===== src/design/nps_pkg.sv =====
// nps_pkg: shared constants, codes and controller/datapath interface types
// for the nearest palette color search block
// no dependencies
package nps_pkg;

    localparam int PAL_ENTRIES = 256;   // entries scanned by a query, 2..256
    localparam int STORE_DEPTH = 256;   // entries addressable by entry_index
    localparam int COLOR_W     = 8;
    localparam int IDX_W       = 8;
    localparam int ENTRY_W     = 3 * COLOR_W;
    localparam int DIFF_SQ_W   = 2 * COLOR_W;
    localparam int RSUM_W      = COLOR_W + 1;
    localparam int WEIGHT_W    = 11;
    localparam int PROD_W      = 28;
    localparam int DIST_W      = 29;

    localparam logic [IDX_W-1:0] LAST_IDX = IDX_W'(PAL_ENTRIES - 1);

    // request codes
    localparam logic REQ_WRITE = 1'b0;
    localparam logic REQ_QUERY = 1'b1;

    // distance modes
    localparam logic MODE_EUCLID  = 1'b0;
    localparam logic MODE_REDMEAN = 1'b1;

    // redmean weights, metric scaled by 510
    localparam logic [WEIGHT_W-1:0] W_RED_BASE  = WEIGHT_W'(1020);
    localparam logic [WEIGHT_W-1:0] W_GREEN     = WEIGHT_W'(2040);
    localparam logic [WEIGHT_W-1:0] W_BLUE_BASE = WEIGHT_W'(1530);
    localparam logic [WEIGHT_W-1:0] W_UNIT      = WEIGHT_W'(1);

    typedef struct packed {
        logic write;        // store one palette entry from the input fields
        logic start;        // latch query color, reset scan address
        logic issue;        // read one palette entry into the pipeline
        logic load_result;  // move best match into the output register
    } nps_cmd_t;

    typedef struct packed {
        logic last_addr;    // scan address is the last palette entry
        logic pipe_busy;    // some entry still in the distance pipeline
        logic out_free;     // output register can take a new result
    } nps_sts_t;

endpackage


===== src/design/nps_ctrl.sv =====
// nps_ctrl: controller state machine for the palette search
// sequences input transactions, the entry scan, drain and result load
// depends on nps_pkg
module nps_ctrl
    import nps_pkg::*;
(
    input  logic     clk,
    input  logic     rst_n,
    input  logic     in_valid,
    input  logic     req_type,
    output logic     in_stall,
    input  nps_sts_t sts,
    output nps_cmd_t cmd
);

    typedef enum logic [2:0] {
        ST_IDLE  = 3'b001,
        ST_SCAN  = 3'b010,
        ST_DRAIN = 3'b100
    } state_t;

    state_t state_reg;
    state_t state_next;
    logic   in_accept;

    assign in_stall  = (state_reg != ST_IDLE);
    assign in_accept = in_valid && !in_stall;

    always_comb
    begin
        state_next      = state_reg;
        cmd.write       = 1'b0;
        cmd.start       = 1'b0;
        cmd.issue       = 1'b0;
        cmd.load_result = 1'b0;
        case (state_reg)
            ST_IDLE:
            begin
                if (in_accept)
                begin
                    if (req_type == REQ_QUERY)
                    begin
                        cmd.start  = 1'b1;
                        state_next = ST_SCAN;
                    end
                    else
                    begin
                        cmd.write = 1'b1;
                    end
                end
            end
            ST_SCAN:
            begin
                cmd.issue = 1'b1;
                if (sts.last_addr)
                begin
                    state_next = ST_DRAIN;
                end
            end
            ST_DRAIN:
            begin
                // wait for the last distance, then for room at the output
                if (!sts.pipe_busy && sts.out_free)
                begin
                    cmd.load_result = 1'b1;
                    state_next      = ST_IDLE;
                end
            end
            default:
            begin
                state_next = ST_IDLE;
            end
        endcase
    end

    always_ff @(posedge clk or negedge rst_n)
    begin
        if (!rst_n)
        begin
            state_reg <= ST_IDLE;
        end
        else
        begin
            state_reg <= state_next;
        end
    end

    a_state_one_hot: assert property (@(posedge clk) disable iff (!rst_n)
        $onehot(state_reg))
        else $error("controller state is not one-hot");

    a_scan_follows_start: assert property (@(posedge clk) disable iff (!rst_n)
        $rose(state_reg == ST_SCAN) |-> $past(cmd.start))
        else $error("scan entered without a query transaction");

    a_scan_leaves_on_last: assert property (@(posedge clk) disable iff (!rst_n)
        (state_reg == ST_SCAN) && !sts.last_addr |=> (state_reg == ST_SCAN))
        else $error("scan ended before the last palette entry");

endmodule


===== config.mk =====
export PLATFORM = sky130hd
export DESIGN_NAME = nps_ctrl
export DESIGN_NICKNAME = d
export VERILOG_FILES = /design/src/design/nps_pkg.sv /design/src/design/nps_ctrl.sv
export SDC_FILE = /design/constraint.sdc
export NUM_CORES = 1
export LEC_CHECK = 0
export ABC_AREA = 1
export BUFFER_PORTS_ARGS = -buffer_cell sky130_fd_sc_hd__buf_2
export CAP_MARGIN = 0
export CORE_AREA = 2 2 39 41
export DETAILED_ROUTE_END_ITERATION = 10
export DIE_AREA = 0 0 41 43
export GPL_TIMING_DRIVEN = 0
export SLEW_MARGIN = 20
export SYNTH_ARGS = -nofsm -noshare
export SYNTH_HDL_FRONTEND = slang
export SYNTH_SLANG_ARGS = --single-unit

===== constraint.sdc =====
create_clock -name clk -period 2.7 [get_ports clk]
set_clock_uncertainty 0.1 [all_clocks]
set_input_delay 0 -clock clk [delete_from_list [all_inputs] [get_ports clk]]
set_output_delay 0 -clock clk [all_outputs]
set_load 0.02 [all_outputs]

# Word level (Yosys, flattened, before mapping)
# Index checks and enable logic that the tools add are counted.
# word_totals
word_cells	26
memories	0
regBits	3
out_inout_bits	5
mem_bits_rw	0
latchBits	0
mem_bits_ro	0
inputBits	7
# classes
order_cmp	0
div_mod_pow	0
n_shift	0
n_eq_ne	8
muxes	12
addsub	0
bitwise	0
reduce_logical	5
n_mul	0
# ops
operator	n
$mux 3	4
$pmux 3 s3	1
$ne 2x2->1 const B	4
$mux 1	5
$mux 2	2
$reduce_and 4->1	1
$eq 3x1->1 const B	1
$eq 3x2->1 const B	1
$eq 3x3->1 const B	1
$ne 3x1->1 const B	1
$logic_and 1x1->1	2
$logic_not 1->1	2

# Logic depth before layout (Yosys ltp)
# Gate-level depths: netlist of the first run.
# logic_depth
ltp_word	5
mapped_depth	6
mapped_depth_nobuf	6

# Least setup slack after synthesis of the first run
# OpenSTA, ideal clock, no wires.
# synth_path
path_kind	register -> output
startpoint	register state_reg[0]
endpoint	output cmd[3] (netlist bit)
stages_incl_launch_ff	3
required_time_ps	2600
t_arrival_ps	1308
path_buffers	0
slack_ps	1292
path_cell_list	dfstp_2 -> nand3_2 -> nor3b_1
# synth_rtl
element	line_no	rtl
from (decl)	nps_ctrl.sv:22	state_t state_reg;
from (signal assigned)	nps_ctrl.sv:84	state_reg <= state_next;
to (decl)	nps_ctrl.sv:13	output nps_cmd_t cmd

==> results of run 1 <==
synthesized netlist by cell type:
library cell and instances:
nand2_2 1, nor4_1 1, clkinv_1 1, inv_2 3, nand2_1 4, nor2_1 2
dfstp_2 1, nand3_2 2, nand4_1 3, inv_1 3, nor3b_1 1, nand3_1 2
dfrtp_1 2, nor2_2 1, o21ai_0 1
cells by family after synthesis:
| group | Yosys count |
|---|---|
| AOI/OAI and AO/OA | 1 |
| buffers and inverters | 7 |
| DFF | 3 |
| and+or+nand+nor | 17 |
metal layers:
layer	global-route usage	wire length, um
met1	0.08710	217
met2	0.09688	206
met3	0.07853	57
met4	0	0
met5	0	0
critical path: stages (launching register included):
cell     delay, ns
dfstp_2       0.56
nand3_2       0.13
nor3b_1       0.18
buf_2         0.19
path summary, 6_finish.rpt:
kind | from | to | slack, ns
worst max-delay path | state_reg[0] | cmd[3] | 1.31
worst min-delay path | req_type | state_reg[0] | 0.0002
worst max register to register | state_reg[0] | state_reg[2] | 1.58
worst min register to register | state_reg[2] | state_reg[0] | 0.46
max in group asynchronous | rst_n | state_reg[2] | 1.85
min in group asynchronous | rst_n | state_reg[0] | 0.13
power by group through the flow:
stage | Clock [mW] | Sequential, mW | Combinational [mW]
global placement | 0 | 0.0831 | 0.131
finish | 0.0809 | 0.0825 | 0.137
floorplan | 0 | 0.0802 | 0.101
CTS | 0.0846 | 0.0833 | 0.139
detailed placement | 0 | 0.0838 | 0.135
global route | 0.0890 | 0.0856 | 0.154
repair_timing:
action,CTS,global route
hold buffers,4,0
endpoints found under the hold margin,5,0
setup endpoints to repair,0,0
layout by cell type, fill, tap and decap left out:
master         Yosys  final
buf_2              0     11
nand2_1            4      4
dlygate4sd3_1      0      4
inv_2              3      3
inv_1              3      3
nand4_1            3      3
clkbuf_4           0      3
nand3_2            2      2
nor2_1             2      2
nand3_1            2      2
dfrtp_1            2      2
nor4_1             1      1
nor3b_1            1      1
nand2_2            1      1
clkinv_1           1      1
nor2_2             1      1
o21ai_0            1      1
clkbuf_1           0      1
dfstp_2            1      1
layout make-up:
| type | count | area [um^2] | share of cell area |
|---|---|---|---|
| sequential | 3 | 76.32 | 0.2202 |
| timing repair buffer | 15 | 95.09 | 0.2744 |
| multi-input combinational | 18 | 102.6 | 0.2960 |
| tap | 16 | 20.02 | 0.05776 |
| inverter | 7 | 26.28 | 0.07581 |
| clock buffer | 4 | 26.28 | 0.07581 |
metrics by stage:
step	util	instances	hold WS, ns
floorplan	-	28	-0.3956
global placement	0.2025	55	-0.3035
detailed placement	0.2025	55	-0.3033
CTS	0.2505	63	0.001884
global route	0.2505	63	0.04324
finish	0.2505	63	0.0002181
==> impl_metrics.toml, run 1 <==
[outcome]
status = "complete, no violations"

[synthesis]
synthTopCellsByArea = "dfrtp_1, dfstp_2, nand3_2, nand4_1, nand2_1"
synth_xor_area_frac = 0
synth-seq-cells = 3
synthAdderAreaFrac = 0
synth.top_cell.area_share = 0.2439
ys_seq_area_frac = 0.3720
synth_cell_type_count = 15
netlist_area_um2 = 205.2
synthMuxAreaShare = 0
post_synth.cell_area_avg_um2 = 7.328
synth-simple-area-share = 0.4756
synthCells = 28
syn_nets = 35
synth_compound_area_frac = 0.02439
yosys.area.top_type = "dfrtp_1"
ys_warn_count = 0
synth_top_family_by_area = "simple AND/OR/NAND/NOR gates"

[flow_run]
drv_cap = 0

[final_layout]
largest_reg_flops = 3
design_area_um2 = 346.6
drive_gt1_frac = 0.4681
nets = 55
fillers = 164
diodes = 0
syn2layout_area_growth_pct = 68.90

[sta]
fmax_mhz = 717.6
slew_violations = 0
layout_min_cycle_time_ns = 1.394
hold_viol_final = 0
slew_headroom = 0.8507
setup-tns-final_ns = 0
setup_ws_ns = 1.306
worstMarginPinSlew_ns = 0.2219
final-setup-viol-count = 0
post-route-period-util = 0.5161
grt_setup_unrepaired = "no"

[critical_path]
startpoint_type = "flop"
endpoint_kind = "primary output"
required_ns = 2.60
r2r_cells = 5
cp.arrival_ns = 1.29
worstSetupPathType = "flop to primary output"
critPathMaxFanout = 5

[place]
dp_hpwl_um = 374.4
place_ws_ns = 1.535
place_area_um2 = 280.3
portBuffers = 11
place_congestion = 0.7650

[clock_tree]
cts_resized = 0
cts.reportedPaths.clkPinSlew_ns = 0.04
cts_tree = "done"
clock-sinks = 3
root_buffer = "clkbuf_4"
htreeDepth = 1
clk_latency_ns = 0.24
clockBufferDepth = 2
cts_made_buffers = 3
postCtsSetupBuffers = 0

[detailed_routing]
wl_per_cell_um = 7.635
via_count = 242
drt_first_iter_violations = 7
first_pass_iters = 4
antenna_left = 0
via_per_inst = 3.841
drcViolationCount = 0
drt_wl_total_um = 481

[floorplanning]
rows = 14
die_area_um2 = 1763
die_h_um = 43
start_util = 0.1483
coreArea_um2 = 1384
die_x_um = 41
io_pins = 12

[pwr]
p_comb_frac = 0.456
power.total_mw = 0.3005
power.density_nw_per_um2 = 866.9
ir_drop_uv = 279.3
p_int_mw = 0.1714
seq_power_share = 0.275
p_sw_frac = 0.4297
power_switching_mw = 0.1291
leakagePower_nw = 0.1927
clockPowerShare = 0.269

[global_route]
first_global_vias = 226
grt_usage = 0.07337
grt_pass1_wl_um = 834
antenna_found_initial = 0
grt_start_max_net_pins = 6
grt_overflow = 0

[hold_path]
min_path_type = "input port to flop"
worst_hold_path.num_cells = 4
(Power assumes the default switching activity.)
==> run 2, diff against run 1 <==
--- a/config.mk
+++ b/config.mk
@@ -5,7 +5,7 @@
 export SDC_FILE = /design/constraint.sdc
 export NUM_CORES = 1
 export LEC_CHECK = 0
-export ABC_AREA = 1
+export ABC_AREA = 0
 export BUFFER_PORTS_ARGS = -buffer_cell sky130_fd_sc_hd__buf_2
 export CAP_MARGIN = 0
 export CORE_AREA = 2 2 39 41
==> constraint.sdc (replaced) <==
create_clock -name clk -period 1.2 [get_ports clk]
set_clock_uncertainty 0.1 [all_clocks]
set_input_delay 0 -clock clk [delete_from_list [all_inputs] [get_ports clk]]
set_output_delay 0 -clock clk [all_outputs]
set_load 0.02 [all_outputs]
==> run 2 against run 1 <==
Compared with the run above: the run now ends with setup timing left; worst setup slack worse by 1.5 ns; area after synthesis is 4.9% lower; final area grew 16%; non-clock buffer count up 3; register-to-register slack worse by 1.6 ns; clock-buffer cell count unchanged; critical path type unchanged; critical endpoint is now cmd[2]; largest cell class is now buffers; largest power group unchanged.
==> impl_metrics.toml, run 2 <==
[critical_path]
startpoint_type = "flop"
crit_chain = "nor3b_4 > and3_4 > buf_6"
critPathMaxStageDelay_ns = 0.52
r2r_start = "state_reg[0]"
worstPathBufferInverterCount = 1
endpoint_kind = "primary output"
worstSetupPathType = "flop to primary output"
critPathMaxFanout = 3
r2r_slack_ns = 0.02
reg2reg_to = "state_reg[1]"
r2r_cells = 3
path_delay_family = "flip-flops"
cp.arrival_ns = 1.28
crit_start = "state_reg[0]"
required_ns = 1.10
cpMaxStageDelayCell = "dfstp_2"

[place]
dpl.cell_count = 49
place_congestion = 0.6189
dp_hpwl_um = 358.5
portBuffers = 11

[synthesis]
ys_warn_count = 0
synth.top_cell.area_share = 0.2564
netlist_area_um2 = 195.2
syn_nets = 29
synth-async-reset-ratio = 1.000
synth-seq-cells = 3
synth_commonest_cells = "o21ai_0, dfrtp_1, inv_1, nand2b_1, nand3b_1"
yosys.area.top_type = "dfrtp_1"
synth_edf_count = 0
post_synth.cell_area_avg_um2 = 8.872
synthTopCellsByArea = "dfrtp_1, dfstp_2, o21ai_0, nand3b_1, nand2b_1"
synthCells = 22
synth_cell_type_count = 16
ys_seq_area_frac = 0.3910
synth-main-ff-cell = "dfrtp_1"
yosysMostFrequentCell = "o21ai_0"

[pwr]
ir_drop_uv = 296.5
power_switching_mw = 0.1547
clockPowerShare = 0.345
leakagePower_nw = 0.1829
p_comb_frac = 0.385
p_sw_frac = 0.2973
seq_power_share = 0.270
p_int_mw = 0.3656
power.density_nw_per_um2 = 1296

[clock_tree]
cts_tree = "done"
root_buffer = "clkbuf_4"
clock-sinks = 3
cts_made_buffers = 3
clockBufferDepth = 2
htreeDepth = 1
clk_latency_ns = 0.23
cts.reportedPaths.clkPinSlew_ns = 0.04

[sta]
setup-tns-final_ns = -0.5704
slew_violations = 0
fmax_mhz = 726.0
layout_min_cycle_time_ns = 1.377
hold_viol_final = 0
slew_headroom = 0.8854
post-route-period-util = 1.148
final-setup-viol-count = 4
worstMarginPinSlew_ns = 0.1717
setup_ws_ns = -0.1775
grt_setup_unrepaired = "yes"

[final_layout]
syn2layout_area_growth_pct = 105.8
instances_no_fill = 60
final_common_cell = "buf_2"
nets = 52
diodes = 0
largest_reg_flops = 3
drive_gt1_frac = 0.5682
layout_common_cells = "buf_2, dlygate4sd3_1, buf_4"

[global_route]
antenna_found_initial = 0
grt_start_max_net_pins = 8
first_global_vias = 187
grt_usage = 0.07437
grt_overflow = 0
grt_pass1_wl_um = 765

[floorplanning]
io_pins = 12
rows = 14
die_x_um = 41
die_area_um2 = 1763
coreArea_um2 = 1384
start_util = 0.1410
die_h_um = 43

[detailed_routing]
via_per_inst = 3.700
wl_per_cell_um = 8.033
drt_first_iter_violations = 1
antenna_left = 0
drt_wl_total_um = 482
drcViolationCount = 0
via_count = 222
first_pass_iters = 2

[outcome]
violations = "setup timing"
status = "finished, violations left"

[hold_path]
hp-start = "in_valid"
whs_endpoint = "state_reg[0]"
min_path_type = "input port to flop"
worst_hold_path.num_cells = 4

[flow_run]
drv_cap = 0
-- run 2: changes by cell type after synthesis, sizes merged, moves of 3 or more --
cell,before,now
nand4,3,0
nand3,4,0
nand2,5,1
inv,6,2
-- run 2: per-stage QoR --
stage | area (um^2) | utilization | hold WS [ns] | setup WS [ns] | power (mW)
floorplan | 210.2 | - | -0.3956 | -0.04308 | 0.2339
global placement | 285.3 | 0.2061 | -0.3029 | -0.04950 | 0.2770
detailed placement | 285.3 | 0.2061 | -0.3018 | -0.04126 | 0.2770
CTS | 396.6 | 0.2866 | 0.01039 | -0.1983 | 0.5301
global route | 401.6 | 0.2902 | 0.02237 | -0.2523 | 0.5658
finish | 401.6 | 0.2902 | 0.005149 | -0.1775 | 0.5203
-- run 2: worst max-delay path by stage --
stage                         endpoint  slack, ns  depth (start not counted)
after floorplan           state_reg[1]      -0.04                          3
after global placement          cmd[2]      -0.05                          3
after detailed placement        cmd[2]      -0.04                          3
after CTS                       cmd[2]      -0.20                          3
after global routing            cmd[2]      -0.25                          3
final                           cmd[2]      -0.18                          3
-- run 2: cells by family after synthesis --
group,Yosys count,synth area share
AO/OA/AOI/OAI,5,0.1474
buffers and inverters,2,0.03848
flip-flops,3,0.3911
AND/OR/NAND/NOR,12,0.4230
-- run 2: timing repair --
item,CTS,global route
hold buffers,5,0
buffers inserted,2,0
resized for setup,9,2
setup endpoints to repair,6,7
hold endpoints to repair,6,0
pin swaps,4,4
-- run 2: metal layers --
| metal | vias to the layer above | track usage | wire length, um |
|---|---|---|---|
| met3 | 0 | 0.03141 | 22 |
| li1 | 121 | - | - |
| met2 | 7 | 0.07500 | 247 |
| met5 | - | 0 | 0 |
| met4 | 0 | 0.1200 | 0 |
| met1 | 94 | 0.08387 | 212 |
-- run 2: layout make-up --
type,count,area [um^2]
Timing Repair Buffer,18,137.6
Tap cell,16,20.02
Clock buffer,4,26.28
Multi-Input combinational cell,17,131.4
Sequential cell,3,78.83
Inverter,2,7.507
Fill cell,159,982.2
-- run 2: worst min-delay path, cell delays in order --
cell	delay [ns]
buf_2	0.10
nand4b_1	0.09
o21ai_0	0.08
o21ai_1	0.06
-- run 2: power groups by stage --
| stage | Sequential, mW | Combinational (mW) | Clock, mW |
|---|---|---|---|
| after CTS | 0.140 | 0.201 | 0.189 |
| after global placement | 0.148 | 0.129 | 0 |
| after floorplan | 0.142 | 0.0916 | 0 |
| after global routing | 0.143 | 0.218 | 0.205 |
| final | 0.141 | 0.200 | 0.179 |
| after detailed placement | 0.147 | 0.130 | 0 |
==> run 3, diff against run 2 <==
--- a/config.mk
+++ b/config.mk
@@ -5,7 +5,7 @@
 export SDC_FILE = /design/constraint.sdc
 export NUM_CORES = 1
 export LEC_CHECK = 0
-export ABC_AREA = 0
+export ABC_AREA = 1
 export BUFFER_PORTS_ARGS = -buffer_cell sky130_fd_sc_hd__buf_2
 export CAP_MARGIN = 0
 export CORE_AREA = 2 2 39 41
==> run 3 against run 2 <==
Compared with the run above: the run still ends with setup timing left; combinational power increased to 2.7 times the previous value; register-to-register slack got worse by 0.10 ns; utilization is 4.2 points higher; sequential cell count unchanged; fmax is 3.1% higher; worst setup slack improved by 0.042 ns; sequential power up 33%; wire length increased by 34%; die area did not move; clock-buffer cell count unchanged; largest cell class unchanged; largest power group unchanged.
==> impl_metrics.toml, run 3 (synthesis gave the netlist of run 1 again) <==
[detailed_routing]
wl_met1_um = 244
drt_wl_total_um = 644
first_pass_iters = 1
via_count = 284
highest_layer = "met4"
drcViolationCount = 0
via_per_inst = 4.057
wl_per_cell_um = 9.200
dr_wl_met3_um = 35
drt_first_iter_violations = 0
wl_met2_um = 349
antenna_left = 0

[flow_run]
drv_cap = 0

[global_route]
grt_start_max_net_pins = 5
grt_pass1_wl_um = 1124
grt_overflow = 0
antenna_found_initial = 0
grt_usage = 0.09839
first_global_vias = 292

[clock_tree]
root_buffer = "clkbuf_4"
clockBufferDepth = 2
htreeDepth = 1
cts_tree = "done"
cts.reportedPaths.clkPinSlew_ns = 0.04
clock-sinks = 3
clk_latency_ns = 0.24
cts_made_buffers = 3

[floorplanning]
coreArea_um2 = 1384
start_util = 0.1483
io_pins = 12
die_h_um = 43
rows = 14
die_area_um2 = 1763
die_x_um = 41

[pwr]
leakagePower_nw = 0.2329
power.density_nw_per_um2 = 1995
power.total_mw = 0.9184
ir_drop_uv = 594.6

[final_layout]
nets = 62
layout_common_cells = "buf_4, buf_2, inv_2, dlygate4sd3_1, nand2_1"
multi_input_area_um2 = 142.6
diodes = 0
drive_gt1_frac = 0.6852
seq_area_um2 = 77.57
fillers = 154
final_common_cell = "buf_4"
largest_reg_flops = 3
syn2layout_area_growth_pct = 124.4
instances_no_fill = 70
design_area_um2 = 460.4

[sta]
setup_ws_ns = -0.1354
whs_ns = 0.02458
fmax_mhz = 748.8
slew_headroom = 0.8626
grt_setup_unrepaired = "yes"
worstMarginPinSlew_ns = 0.2056
layout_min_cycle_time_ns = 1.335
hold_viol_final = 0
post-route-period-util = 1.113
slew_violations = 0
final-setup-viol-count = 7

[place]
place_area_um2 = 291.5
dpl.cell_count = 55
portBuffers = 11
place_ws_ns = 0.05642
place_congestion = 0.8107
dp_hpwl_um = 398.6

[critical_path]
critPathMaxFanout = 3
crit_chain = "nand3_4 > buf_4 > nor2_4 > buf_6"
required_ns = 1.10
critPathMaxStageDelay_ns = 0.56
cpMaxStageDelayCell = "dfstp_2"
endpoint_kind = "primary output"
r2r_cells = 7
startpoint_type = "flop"
cp.arrival_ns = 1.24
worstSetupPathType = "flop to primary output"

[outcome]
status = "finished, violations left"
violations = "setup timing"

[hold_path]
min_path_type = "input port to flop"
worst_hold_path.num_cells = 4
==> run 3: worst paths after layout <==
kind | endpoint | slack, ns | startpoint
min in group asynchronous | state_reg[0] | 0.13 | rst_n
worst min-delay path | state_reg[2] | 0.02 | sts[0]
max in group asynchronous | state_reg[1] | 0.32 | rst_n
worst max register to register | state_reg[0] | -0.08 | state_reg[0]
worst min register to register | state_reg[0] | 0.45 | state_reg[2]
worst max-delay path | cmd[2] | -0.14 | state_reg[0]
==> run 3: layout make-up <==
cell class,instances,share of cell area
sequential,3,0.1685
clock buffer,4,0.05707
timing repair buffer,22,0.3641
multi-input combinational,18,0.3098
inverter,7,0.05707
tap,16,0.04348
==> run 3: what timing repair did <==
action                                  4_1_cts  5_1_grt
endpoints found under the setup margin        5        7
setup buffers                                 3        3
resized for setup                             8        8
hold buffers                                  5        0
pin swaps                                     2        2
endpoints found under the hold margin         5        0
==> run 3: worst max-delay path, delay by kind of cell, from the launching register on <==
family | cells | cell delay [ns]
and+or+nand+nor | 2 | 0.16
buffers and inverters | 2 | 0.27
DFF | 1 | 0.56
==> run 3: where the power goes <==
group | switching (mW) | internal (mW)
Combinational | 0.283 | 0.263
Clock | 0.0593 | 0.125
Sequential | 0.0396 | 0.148
Total | 0.382 | 0.536
==> run 3: through the flow <==
step	setup TNS, ns	util
floorplan	-0.02731	-
global placement	0	0.2107
detailed placement	0	0.2107
CTS	-0.1661	0.3002
global route	-0.8085	0.3327
finish	-0.4095	0.3327
==> run 3: layer usage <==
metal	track usage	vias up
met4	0.08000	0
met2	0.1469	8
met1	0.1061	131
li1	-	143
met5	0	-
met3	0.03141	2
